File: config.mk
export PLATFORM = sky130hd
export DESIGN_NAME = fts_queue
export DESIGN_NICKNAME = d
export VERILOG_FILES = /design/src/rtl/fts_pkg.sv /design/src/rtl/fts_queue.sv
export SDC_FILE = /design/constraint.sdc
export NUM_CORES = 1
export LEC_CHECK = 0
export BUFFER_PORTS_ARGS = -buffer_cell sky130_fd_sc_hd__buf_2
export CORE_MARGIN = 3
export CORE_UTILIZATION = 52
export DETAILED_ROUTE_END_ITERATION = 8
export GPL_ROUTABILITY_DRIVEN = 0
export PLACE_DENSITY_LB_ADDON = 0.15
export SKIP_LAST_GASP = 1
export SLEW_MARGIN = 20
export SYNTH_ARGS = -nofsm -noshare
export SYNTH_HDL_FRONTEND = slang
export SYNTH_SLANG_ARGS = --single-unit
File: constraint.sdc
create_clock -name clk -period 3.5 [get_ports clk]
set_clock_uncertainty 0.2 [all_clocks]
set_input_delay 0.35 -clock clk [delete_from_list [all_inputs] [get_ports clk]]
set_output_delay 0.35 -clock clk [all_outputs]
set_load 0.05 [all_outputs]
File: src/rtl/fts_pkg.sv
// ----------------------------------------------------------------------------
// fts_pkg
// Shared types and constants for the Fenwick tree prefix-sum engine.
// ----------------------------------------------------------------------------
package fts_pkg;

  localparam int IDX_W       = 11;  // width of positions and of the size register
  localparam int WALK_W      = 12;  // an add walk may step one past the 11-bit range
  localparam int DATA_W      = 32;
  localparam int QUEUE_DEPTH = 2;

  localparam logic [IDX_W-1:0] SIZE_RESET = 11'd1024;

  typedef enum logic [1:0] {
    OP_ADD    = 2'd0,
    OP_PREFIX = 2'd1,
    OP_RANGE  = 2'd2,
    OP_CLEAR  = 2'd3
  } op_t;

  typedef enum logic [1:0] {
    CMD_ADD,
    CMD_SUM,
    CMD_CLEAR,
    CMD_BAD
  } cmd_kind_t;

  // A sum walks 'first' with plus and then 'second' with minus; index zero
  // ends a walk at once. An add walks upward from 'first' while within 'limit'.
  typedef struct packed {
    cmd_kind_t          kind;
    logic [IDX_W-1:0]   first;
    logic [IDX_W-1:0]   second;
    logic [IDX_W-1:0]   limit;
    logic [DATA_W-1:0]  amount;
  } cmd_t;

  typedef enum logic [2:0] {
    S_INIT,
    S_IDLE,
    S_WALK,
    S_CLEAR,
    S_RESULT
  } back_state_t;

endpackage

File: src/rtl/fts_queue.sv
// ----------------------------------------------------------------------------
// fts_queue
// Short command queue between the front and the back of the engine.
// ----------------------------------------------------------------------------
module fts_queue (
  input  logic          clk,
  input  logic          rst,
  input  fts_pkg::cmd_t push_cmd,
  input  logic          push_valid,
  output logic          push_ready,
  output fts_pkg::cmd_t pop_cmd,
  output logic          pop_valid,
  input  logic          pop_ready
);
  import fts_pkg::*;

  localparam int PW = (QUEUE_DEPTH > 1) ? $clog2(QUEUE_DEPTH) : 1;
  localparam int CW = $clog2(QUEUE_DEPTH + 1);

  cmd_t          slots [QUEUE_DEPTH];
  logic [PW-1:0] wr_ptr;
  logic [PW-1:0] rd_ptr;
  logic [CW-1:0] count;
  logic          push;
  logic          pop;

  assign push_ready = (count != CW'(QUEUE_DEPTH));
  assign pop_valid  = (count != '0);
  assign pop_cmd    = slots[rd_ptr];
  assign push       = push_valid && push_ready;
  assign pop        = pop_valid && pop_ready;

  always_ff @(posedge clk) begin
    if (push) slots[wr_ptr] <= push_cmd;
  end

  always_ff @(posedge clk) begin
    if (rst) begin
      wr_ptr <= '0;
      rd_ptr <= '0;
      count  <= '0;
    end else begin
      if (push) wr_ptr <= (wr_ptr == PW'(QUEUE_DEPTH - 1)) ? '0 : wr_ptr + PW'(1);
      if (pop)  rd_ptr <= (rd_ptr == PW'(QUEUE_DEPTH - 1)) ? '0 : rd_ptr + PW'(1);
      if (push && !pop)      count <= count + CW'(1);
      else if (pop && !push) count <= count - CW'(1);
    end
  end

  a_count_bound: assert property (@(posedge clk) disable iff (rst)
    count <= CW'(QUEUE_DEPTH))
    else $error("queue count exceeds its depth");

  a_count_grow: assert property (@(posedge clk) disable iff (rst)
    (push && !pop) |=> count == $past(count) + CW'(1))
    else $error("queue count did not follow a push");

endmodule

[After elaboration in Yosys (flattened, before gate mapping)]
Memories as Yosys holds them, arrays and structs flattened. A register that Yosys moved wholly into a read port is not among the register bits.
Cells that the tools add are included.
Cells by class
  add/sub/neg operators: 4
  multiply operators: 0
  divide/modulo/power cells: 0
  $lt $le $gt $ge: 0
  equal/unequal tests: 1
  shifts and indexed selects: 0
  multiplexer cells: 8
  bitwise operators: 0
  reduce and logical (&&, ||, !) cells: 8
Operators by type and width (number)
  1-bit 2-to-1 mux: 6
  1-bit logical AND: 4
  2-bit 2-to-1 mux: 2
  2-bit nonzero test: 2
  1-bit adder (second input constant): 2
  2-bit by 1-bit adder with 2-bit output (second input constant): 1
  1-bit logical NOT: 2
  2-bit != test (second input constant): 1
  2-bit by 1-bit subtractor with 2-bit output (second input constant): 1
Word-level totals
  flip-flop bits (word level): 4
  bits in latches: 0
  memory bits (writable): 134
  memory bits (read-only): 0
  bits of input ports: 71
  output and inout bits: 69
  logic and storage cells: 25
  memories kept: 1
Memories
  slots: depth 2, width 67, rd ports 1, clocked after Yosys merged registers in 1, wr ports 1, RTL line fts_queue.sv:20  | cmd_t slots [QUEUE_DEPTH];

[Depth between registers and ports, before layout]
  depth after elaboration: 6
  gate-level depth with buffers: 6
  depth with buffers taken out: 6

[Worst setup path after synthesis]
Ideal clock, no wire load.
  path kind: flip-flop to flip-flop
  start: register count[0]
  end: memory slots[1][0] (netlist name), enable pin
  setup time: 433 ps
  arrival time: 2606 ps
  required time: 2867 ps
  setup slack: 262 ps
  cell stages (with the launch flop): 3
  path buffers: 0
  period minus slack after synthesis: 3238 ps
  path through: dfxtp_1 > nand2b_1 > and3_1
Between the ends
  longest elaborated chain between the ends: 4
Ends and longest elaborated chain
  start, declared: RTL line fts_queue.sv:23  | logic [CW-1:0] count;
  start signal, assigned: RTL line fts_queue.sv:45  | if (push && !pop) count <= count + CW'(1);
  start signal, assigned: RTL line fts_queue.sv:46  | else if (pop && !push) count <= count - CW'(1);
  2-bit != test: RTL line fts_queue.sv:27  | assign push_ready = (count != CW'(QUEUE_DEPTH));
  named net push_ready: RTL line fts_queue.sv:10  | output logic push_ready,
  1-bit logical AND: RTL line fts_queue.sv:30  | assign push = push_valid && push_ready;
  1-bit 2-to-1 mux: RTL line fts_queue.sv:34  | if (push) slots[wr_ptr] <= push_cmd;
  1-bit 2-to-1 mux (implied by the code): RTL line fts_queue.sv:34
  end, declared: RTL line fts_queue.sv:20
The timed path passes the listed nets, and every way through them passes these cells.

==> flow_summary.toml <==
[outcome]
outcome = "finished clean"

[global_routing]
overflow = 0
grt_util_all_layers = 0.186
grt_pass1_wl_um = 15800
antenna_found_initial = 0
grt_pass1_vias = 3250
grt_max_degree = 34

[synthesis]
synthCells = 232
synth_top_area_share = 0.796
synth-compound-area-share = 0.00594
synth_xor_xnor_area_share = 0.00520
synthAdderAreaFrac = 0.00247
ys_types = 19
yosys-mux-area-fraction = 0.149
synth_top_family_by_area = "multiplexers"
yosys_warnings = 0
ys_seq_area_frac = 0.815
synthesis.area_um2 = 5060
synth_seq_cells = 139
synth_fp_nets = 304
avgSynthCellArea_um2 = 21.8
synth-simple-area-share = 0.00990
ys_top_cells_by_area = "edfxtp_1, mux2_2, dfxtp_1"
synth_top_cell_by_area = "edfxtp_1"

[job]
cap_violations = 0

[timing]
finalSetupViolations = 0
finalHoldViolations = 0
holdWs_ps = 116
rsz0062_at_grt = "false"
tns_ps = 0
finalMaxSlewViolations = 0
tightest_slew_ps = 756
fin_crit_sh = 0.784
min_period_ps = 2740
layout_setup_ws_ps = 757
max_freq_mhz = 365
relSlewSlack = 0.496

[setup_path]
rr_worst_depth = 3
critPathRequiredTime_ps = 2950
r2r_start = "count[0]$_SDFFE_PP0P_"
cp_slowest_stage_delay_ps = 820
ff2ff_setup_slack_ps = 1370
path_class = "reg2out"
cp.arrival_ps = 2190
reg2reg_to = "slots[1][24]$_DFFE_PP_"
startpoint_type = "flip-flop"
end_kind = "primary output"
cp_max_fo = 30
crit_slowest_cell = "dfxtp_2"
crit_path_cell_trace = "buf_4 > mux2_2 > buf_2"

[place]
post-dp-hpwl_um = 5650
io_buffers = 139
placedCellCount = 499
place_area_um2 = 5930
dpl_worst_slack_ps = 1230

[layout]
diodes = 0
drive_gt1_frac = 0.523
stdcell_area_um2 = 7190
syn2layout_area_growth_pct = 42.1
final_cells = 599
layout_common_cells = "buf_2, edfxtp_1, dlygate4sd3_1"
post-route-util = 0.770
nets = 530
layout_commonest_cell = "buf_2"

[die]
dieArea_um2 = 10900
core_um2 = 9330
start_util = 0.542
die_w_um = 105
die_h_um = 105
num_rows = 35
ios = 140

[cts]
path_clk_slew_ps = 60
post_cts_buffers = 0
insertion_delay_ps = 490
cts-root-buf = "clkbuf_8"
cts_tree = "yes"
clock-sinks = 139
cts_made_buffers = 17
htree_levels = 4
clk_path_buf_depth = 2

[min_path]
whs_path_depth = 4
hp-start = "pop_ready"
hold_path_end = "rd_ptr$_SDFFE_PP0P_"
hp-class = "in2reg"

[route]
wl_um = 9740
vias = 2911
drc = 0
ant_nets = 0
firstDrtPassIters = 4
drt_iter0_drc = 146
wl_per_cell_um = 16.3
post_drt_via_cell_ratio = 4.86

[power_and_ir_drop]
p_leak_nw = 2.73
powerDensity_nw_per_um2 = 798
ir_worst_vdd_v = 0.000471
report.power.total_mw = 5.73
## final cells by class
cell class	count	area (um^2)
Sequential cell	139	4130
Fill cell	572	2140
Timing Repair Buffer	214	1460
Multi-Input combinational cell	85	875
Clock buffer	19	422
Tap cell	129	161
Clock inverter	12	143
Inverter	1	3.75
## how the worst max path moves through the flow
stage,startpoint,endpoint,slack [ps],cells past startpoint
2_1_floorplan,count[0]$_SDFFE_PP0P_,slots[1][0]$_DFFE_PP_,260,2
3_3_place_gp,flip-flop,pop_cmd[65],1210,3
4_1_cts,flip-flop,pop_cmd[51],680,3
3_5_place_dp,flip-flop,pop_cmd[51],1230,3
6_report,flip-flop,pop_cmd[32],760,3
5_1_grt,flip-flop,pop_cmd[65],620,3
## sequential cells by signal, indices dropped and copies added (netlist names), named ones only
register / count
count: 2
rd_ptr: 1
slots: 134
wr_ptr: 1
## timing repair
action,4_1_cts,5_1_grt
hold buffers,69,0
endpoints found under the setup margin,0,0
gates resized for setup,0,0
endpoints found under the hold margin,139,0
## where the power goes
group | switching, mW | internal (mW)
logic | 1.31 | 0.570
clock network | 0.648 | 1.02
registers | 0.105 | 2.08
## Yosys cell counts
| cell | count |
|---|---|
| nand2b_1 | 1 |
| dfxtp_1 | 5 |
| xor2_1 | 3 |
| or3_1 | 1 |
| ha_1 | 1 |
| buf_6 | 3 |
| o21ai_0 | 2 |
| nand3b_1 | 1 |
| or2_2 | 1 |
| and2_1 | 1 |
| a21bo_2 | 1 |
| mux2_2 | 67 |
| nor2_1 | 3 |
| and3_1 | 1 |
| edfxtp_1 | 134 |
| buf_2 | 3 |
| inv_1 | 1 |
| buf_4 | 1 |
| a21oi_1 | 2 |
## worst max-delay path: cells and delay by family (launching register included)
family / cells / cell delay (ps)
DFF: 1 / 820
buffers and inverters: 2 / 510
muxes: 1 / 360
## layer usage
metal  wire length, um  up-vias  global-route usage
li1                  -     1371                   -
met1              3980     1419               0.226
met2              5070      112               0.329
met3               578        9              0.0445
met4               109        0              0.0609
met5                 0        -                   0
## cells by family (layout without fill, tap and decap cells)
| logic type | Yosys count | after routing |
|---|---|---|
| flops | 139 | 139 |
| mux | 67 | 67 |
| simple gates | 9 | 9 |
| buf+inv | 8 | 246 |
| compound gates | 5 | 5 |
| xor+xnor | 3 | 3 |
| fa+ha+maj | 1 | 1 |
No activity file was read; power rests on OpenSTA's default activity.
