[src/rtl/fts_pkg.sv]
// ----------------------------------------------------------------------------
// fts_pkg
// Shared types and constants for the Fenwick tree prefix-sum engine.
// ----------------------------------------------------------------------------
package fts_pkg;

  localparam int IDX_W       = 11;  // width of positions and of the size register
  localparam int WALK_W      = 12;  // an add walk may step one past the 11-bit range
  localparam int DATA_W      = 32;
  localparam int QUEUE_DEPTH = 2;

  localparam logic [IDX_W-1:0] SIZE_RESET = 11'd1024;

  typedef enum logic [1:0] {
    OP_ADD    = 2'd0,
    OP_PREFIX = 2'd1,
    OP_RANGE  = 2'd2,
    OP_CLEAR  = 2'd3
  } op_t;

  typedef enum logic [1:0] {
    CMD_ADD,
    CMD_SUM,
    CMD_CLEAR,
    CMD_BAD
  } cmd_kind_t;

  // A sum walks 'first' with plus and then 'second' with minus; index zero
  // ends a walk at once. An add walks upward from 'first' while within 'limit'.
  typedef struct packed {
    cmd_kind_t          kind;
    logic [IDX_W-1:0]   first;
    logic [IDX_W-1:0]   second;
    logic [IDX_W-1:0]   limit;
    logic [DATA_W-1:0]  amount;
  } cmd_t;

  typedef enum logic [2:0] {
    S_INIT,
    S_IDLE,
    S_WALK,
    S_CLEAR,
    S_RESULT
  } back_state_t;

endpackage

[src/rtl/fts_if.sv]
// ----------------------------------------------------------------------------
// fts_if
// Valid/ready channels of the Fenwick tree engine: request, response, config.
// ----------------------------------------------------------------------------
interface fts_req_if;
  logic               valid;
  logic               ready;
  logic [1:0]         operation;
  logic [10:0]        position;
  logic [10:0]        right_end;
  logic signed [31:0] amount;

  modport source (output valid, operation, position, right_end, amount, input ready);
  modport sink   (input valid, operation, position, right_end, amount, output ready);
endinterface


[src/rtl/fts_front.sv]
// ----------------------------------------------------------------------------
// fts_front
// Accepts request words, checks their indexes and turns them into commands.
// ----------------------------------------------------------------------------
module fts_front #(
  parameter int SIZE = 1024
) (
  fts_req_if.sink                   req,
  input  logic [fts_pkg::IDX_W-1:0] size_in_use,
  input  logic                      run_ok,
  output fts_pkg::cmd_t             cmd,
  output logic                      cmd_valid,
  input  logic                      cmd_ready
);
  import fts_pkg::*;

  localparam int unsigned IdxMax  = (1 << IDX_W) - 1;
  localparam int unsigned SizeCap = (SIZE > IdxMax) ? IdxMax : SIZE;

  logic [IDX_W-1:0] n;
  logic [IDX_W-1:0] left_below;

  assign n          = (size_in_use > IDX_W'(SizeCap)) ? IDX_W'(SizeCap) : size_in_use;
  assign left_below = (req.position != '0) ? req.position - IDX_W'(1) : '0;

  assign cmd_valid = req.valid && run_ok;
  assign req.ready = cmd_ready && run_ok;

  always_comb begin
    cmd.first  = req.position;
    cmd.second = '0;
    cmd.limit  = n;
    cmd.amount = req.amount;
    cmd.kind   = CMD_BAD;
    unique case (req.operation)
      OP_ADD: begin
        if (req.position != '0 && req.position <= n) cmd.kind = CMD_ADD;
      end
      OP_PREFIX: begin
        if (req.position <= n) cmd.kind = CMD_SUM;
      end
      OP_RANGE: begin
        cmd.first  = req.right_end;
        cmd.second = left_below;
        if (req.position <= n && req.right_end <= n) cmd.kind = CMD_SUM;
      end
      OP_CLEAR: begin
        cmd.kind = CMD_CLEAR;
      end
      default: begin
        cmd.kind = CMD_BAD;
      end
    endcase
  end

endmodule

[src/flat_wrapper.sv]
// flat-port wrapper written by rule: the top's interface ports become plain ports
module fts_front_flat import fts_pkg::*;
#(
  parameter int SIZE = 1024
)
  (size_in_use, run_ok, cmd, cmd_valid, cmd_ready, req_valid, req_operation, req_position, req_right_end, req_amount, req_ready);
  fts_req_if req_i ();
  input  logic [fts_pkg::IDX_W-1:0] size_in_use;
  input  logic run_ok;
  output fts_pkg::cmd_t cmd;
  output logic cmd_valid;
  input  logic cmd_ready;
  input wire logic [$bits(req_i.valid)-1:0] req_valid;
  input wire logic [$bits(req_i.operation)-1:0] req_operation;
  input wire logic [$bits(req_i.position)-1:0] req_position;
  input wire logic [$bits(req_i.right_end)-1:0] req_right_end;
  input wire logic [$bits(req_i.amount)-1:0] req_amount;
  output wire logic [$bits(req_i.ready)-1:0] req_ready;
  assign req_i.valid = req_valid;
  assign req_i.operation = req_operation;
  assign req_i.position = req_position;
  assign req_i.right_end = req_right_end;
  assign req_i.amount = req_amount;
  assign req_ready = req_i.ready;
  fts_front #(.SIZE(SIZE)) u_core (.req(req_i), .size_in_use(size_in_use), .run_ok(run_ok), .cmd(cmd), .cmd_valid(cmd_valid), .cmd_ready(cmd_ready));
endmodule
[config.mk]
export PLATFORM = sky130hd
export DESIGN_NAME = fts_front_flat
export DESIGN_NICKNAME = d
export VERILOG_FILES = /design/src/rtl/fts_pkg.sv /design/src/rtl/fts_if.sv /design/src/rtl/fts_front.sv /design/src/flat_wrapper.sv
export SDC_FILE = /design/constraint.sdc
export NUM_CORES = 1
export LEC_CHECK = 0
export ABC_AREA = 1
export CORE_AREA = 2 2 53 55
export DETAILED_ROUTE_END_ITERATION = 10
export DIE_AREA = 0 0 55 57
export DONT_BUFFER_PORTS = 1
export PLACE_DENSITY = 0.7
export SYNTH_ARGS = -nofsm -noshare
export SYNTH_HDL_FRONTEND = slang
export SYNTH_SLANG_ARGS = --single-unit
[constraint.sdc]
create_clock -name vclk -period 12.12
set_input_delay 3.636 -clock vclk [all_inputs]
set_output_delay 3.636 -clock vclk [all_outputs]
set_load 0.005 [all_outputs]
Yosys cells after proc, flatten, opt, wreduce, memory -nomap -nowiden

Cells that the tools add are included.

Reductions and logical operators: 6
Add/subtract/negate cells: 1
Eq/ne operators: 3
Mux-type cells: 7
Magnitude comparators: 3

Operators with widths:

| cell                  | count |
|---|---|
| $le 11x11->1          | 2 |
| $mux 11               | 2 |
| $mux 22               | 1 |
| $gt 11x11->1 const B  | 1 |
| $reduce_bool 11->1    | 1 |
| $sub 11x1->11 const B | 1 |
| $pmux 2 s4            | 1 |
| $mux 2                | 3 |
| $eq 2x2->1 const B    | 2 |
| $logic_and 1x1->1     | 4 |
| $eq 2x1->1 const B    | 1 |
| $logic_not 2->1       | 1 |

Output and inout port bits: 69
Input bits: 70
Register bits: 0
Logic and storage cells: 20

Longest topological paths before layout

Depth after elaboration: 6
Depth in mapped cells: 19
Depth with buffers taken out: 19

Least setup slack after synthesis

OpenSTA, ideal clock, no wires.

Path kind: in2out
Start: input size_in_use[4] (netlist bit)
End: output cmd[66] (netlist bit)
Setup slack: 3.230 ns
Data arrival time: 5.254 ns
Stages on the path: 19
Data required time: 8.484 ns
Cells stage by stage: nor2_1 > nand3_1 > nor3_1 > a21oi_1 > inv_1 > nand2_1 > ha_1 > nand2_1 > inv_1 > nand2_1 > nor2_1 > nand2_1 > nand3_1 > nand2_1 > nand2_1 > nand2_1 > nand2_1 > nand2_1 > nand2_1

RTL lines:

| element         | RTL line           | text |
|---|---|---|
| start, declared | flat_wrapper.sv:8  | `input logic [fts_pkg::IDX_W-1:0] size_in_use;` |
| end, declared   | flat_wrapper.sv:10 | `output fts_pkg::cmd_t cmd;` |

==> metrics list <==
* Outcome: complete, no violations
- At the pin with the least slew margin, the transition time is 0.816 ns.
- Summing all flip-flop and latch instances after layout gives 0 um^2.
- Area share of the largest cell type after synthesis: ~24%
- The routed design has roughly 3000 um of wire.
- Min Clock Period, post-route: a little over 9 ns
- For the worst setup path, the data arrival time is 5.57 ns.
- The congestion estimate from routability-driven global placement came to a little over 0.8.
- There are 0 flip-flops and latches.
- The final route contains 1219 vias.
- Initial Util: a little over half
- Wire length of the first global-routing pass: ~4300 um
- Final nets: between 300 and 400
- The most critical setup path has its startpoint at size_in_use[4].
- Hold Crit Start: req_amount[11]
- Setup violations remaining at the end of the flow were counted as 0.
- Along the worst path, the maximum fanout reaches 6.
- Number of antenna-violating nets in the routed design: 0
- The analysis attributes to cell leakage a power of roughly 0.75 nW.
- The cell area that synthesis handed to floorplanning was approximately 1400 um^2.
- CLK BUF: 0
- Number of buffer cells added on primary ports: 0
- Summed over all nets, the half-perimeter wirelength after detailed placement is ~2700 um.
* Top cell types by occurrence after synthesis: 68 x nand2_1, 46 x inv_1, 32 x buf_4, 27 x ha_1, 17 x nor2_1
- Layer with the highest usage: met2
- Gates resized during post-CTS repair numbered 0.
- In the finished design, the share of the clock period the worst path needs comes to between 70 and 80%.
- The netlist uses 24 different library cells.
- Diodes inserted: 0
- First DRT Iteration DRCs: 18
- Via density per instance: 5.10
- Number of hold buffers added after CTS: 0
- Maximum number of pins on one net before global-route repair: 25
- Path class of the lowest-slack min-delay path: in -> out
- Final-report hold violation count: 0
* Number of antenna violations at the first check in global routing: 0
- Die extent in y: ~57 um
- Overall power consumption after layout is estimated at ~0.000034 W.
- The critical path is of the in -> out type.
- After synthesis, the mean cell area works out to approximately 5.7 um^2.
* Fraction of final layout cells sized beyond drive strength 1: between 4 and 5%
- For this run, the detailed router's first-pass iteration total came to 4.
- For met3 alone, demand over resource in global routing was approximately 3.1%.
- The worst pin sits at a relative slew slack of 45.6%.
- Kind of start point of the critical path: input pin
- Synthesized Nets: 341
* Total of warnings raised by yosys: 0
- Pin placement for this block handled ~140 I/O pins.
* CP Cell Sequence: nor2_1 > nand3_1 > nor3_1 > a21oi_1 > inv_1 > nand2_1 > ha_1 > nand2_1 > inv_1 > nand2_1 > nor2_1 > nand2_1 > nand3_1 > nand2_1 > nand2_1 > nand2_1 > nand2_1 > nand2_1 > nand2_1
* Post-synthesis instance total: roughly 240
- ha_1 takes more of the synthesized area than any other cell.
- Placed insts: around 240
- Setup total negative slack: 0 ns
- Global routing used 20.9% of the available met1 tracks.
- Global routing consumed, on the met2 layer, between 30 and 40% of the routing resources.
- In this run the core area contains 19 standard-cell rows.
- Vias in the first global route: 1025
- Crit path top cell by count: nand2_1
* Unrepaired setup endpoints after global routing: no
- The final-report max-slew violation count came to 0.
- Maximum clock rate: between 100 and 150 MHz
- Final routed DRC violation total: 0
* Synthesis-to-finish area growth: -15.4%
- Core Footprint: ~2600 um^2
- The most common cell in the synthesized netlist is nand2_1.
- GRT Resource Usage Total: 17.3%
* IR drop worst, VDD: between 0.015 and 0.02 mV
* Critical-path cell with the highest stage delay: ha_1
- Max Cap Viol: 0
- Slowest Stage Delay on Critical Path: 0.31 ns
* Pwr dens: between 20 and 30 nW/um^2
- Die width: between 50 and 60 um
- CP required: about 8.5 ns
- After detailed routing, the average wire length per cell comes to between 10 and 15 um.
- STA classifies the critical path endpoint as an output pin.
* Leading cell types by total area after synthesis: ha_1 24%, nand2_1 18%, buf_4 17%
* Number of standard cells in the final layout excluding fillers: between 200 and 250
- The number of setup buffers added after CTS is 0.
* Remaining global-route overflow: 0
* Share of the yosys chip area belonging to registers: 0%
- Cells fill 45.4% of the core in the end.
- Area of the die: 3140 um^2
## logic make-up after synthesis
kind of cell / Yosys count / synth area share, %
simple gates: 105 / 32.6
buf+inv: 84 / 31.0
fa+ha+maj: 27 / 24.1
compound gates: 21 / 7.67
xor+xnor: 6 / 3.75
mux: 1 / 0.803
## worst paths after layout
path       to  slack [ns]  cells past startpoint
min   cmd[11]        7.27                      0
max   cmd[66]        2.92                     19
## per-layer routing
layer	wire (um)	vias up	share of wire [%]
met5	0	-	0
met4	51	0	1.7
met3	344	14	12
met2	1390	50	46
met1	1200	510	40
li1	-	645	-
## final cells by class
type                       instances  area [um^2]
fill                             316         1430
multi-input combinational        160          967
inverter                          48          180
tap                               31         38.8
## critical path: cells and delay by family
kind | cells | cell delay (ns)
fa+ha+maj | 1 | 0.31
buf+inv | 2 | 0.23
compound gates | 1 | 0.14
simple gates | 15 | 1.24
## metrics by stage
step | hold WS [ns] | cell area (um^2) | worst slack (ns)
6_report | 7.27 | 1190 | 2.92
5_1_grt | 7.27 | 1190 | 2.57
4_1_cts | 7.27 | 1190 | 2.92
3_5_place_dp | 7.27 | 1190 | 2.93
3_3_place_gp | 7.27 | 1190 | 2.93
2_1_floorplan | 7.30 | 1400 | 3.23
## cell usage in the layout (no fill, tap or decap)
| cell type | synthesis | final |
|---|---|---|
| a21o_1 | 1 | 1 |
| a21oi_1 | 9 | 9 |
| ha_1 | 27 | 27 |
| inv_1 | 46 | 46 |
| inv_2 | 2 | 2 |
| mux2_2 | 1 | 1 |
| nand2_1 | 68 | 68 |
| nand2_2 | 1 | 1 |
| nand2_4 | 1 | 1 |
| nand3_1 | 6 | 6 |
| nand3_2 | 1 | 1 |
| nand3b_1 | 2 | 2 |
| nand4_1 | 2 | 2 |
| nor2_1 | 17 | 17 |
| nor2_2 | 1 | 1 |
| nor3_1 | 3 | 3 |
| nor3_2 | 1 | 1 |
| nor3_4 | 1 | 1 |
| nor4_1 | 1 | 1 |
| o21ai_0 | 11 | 11 |
| xnor2_1 | 1 | 1 |
| xor2_1 | 5 | 5 |
## power by group
part,switching [W],total [W],internal [W]
logic,0.0000213,0.0000345,0.0000132
clock network,0,0,0
registers,0,0,0
Power figures use the tool's default switching activity.
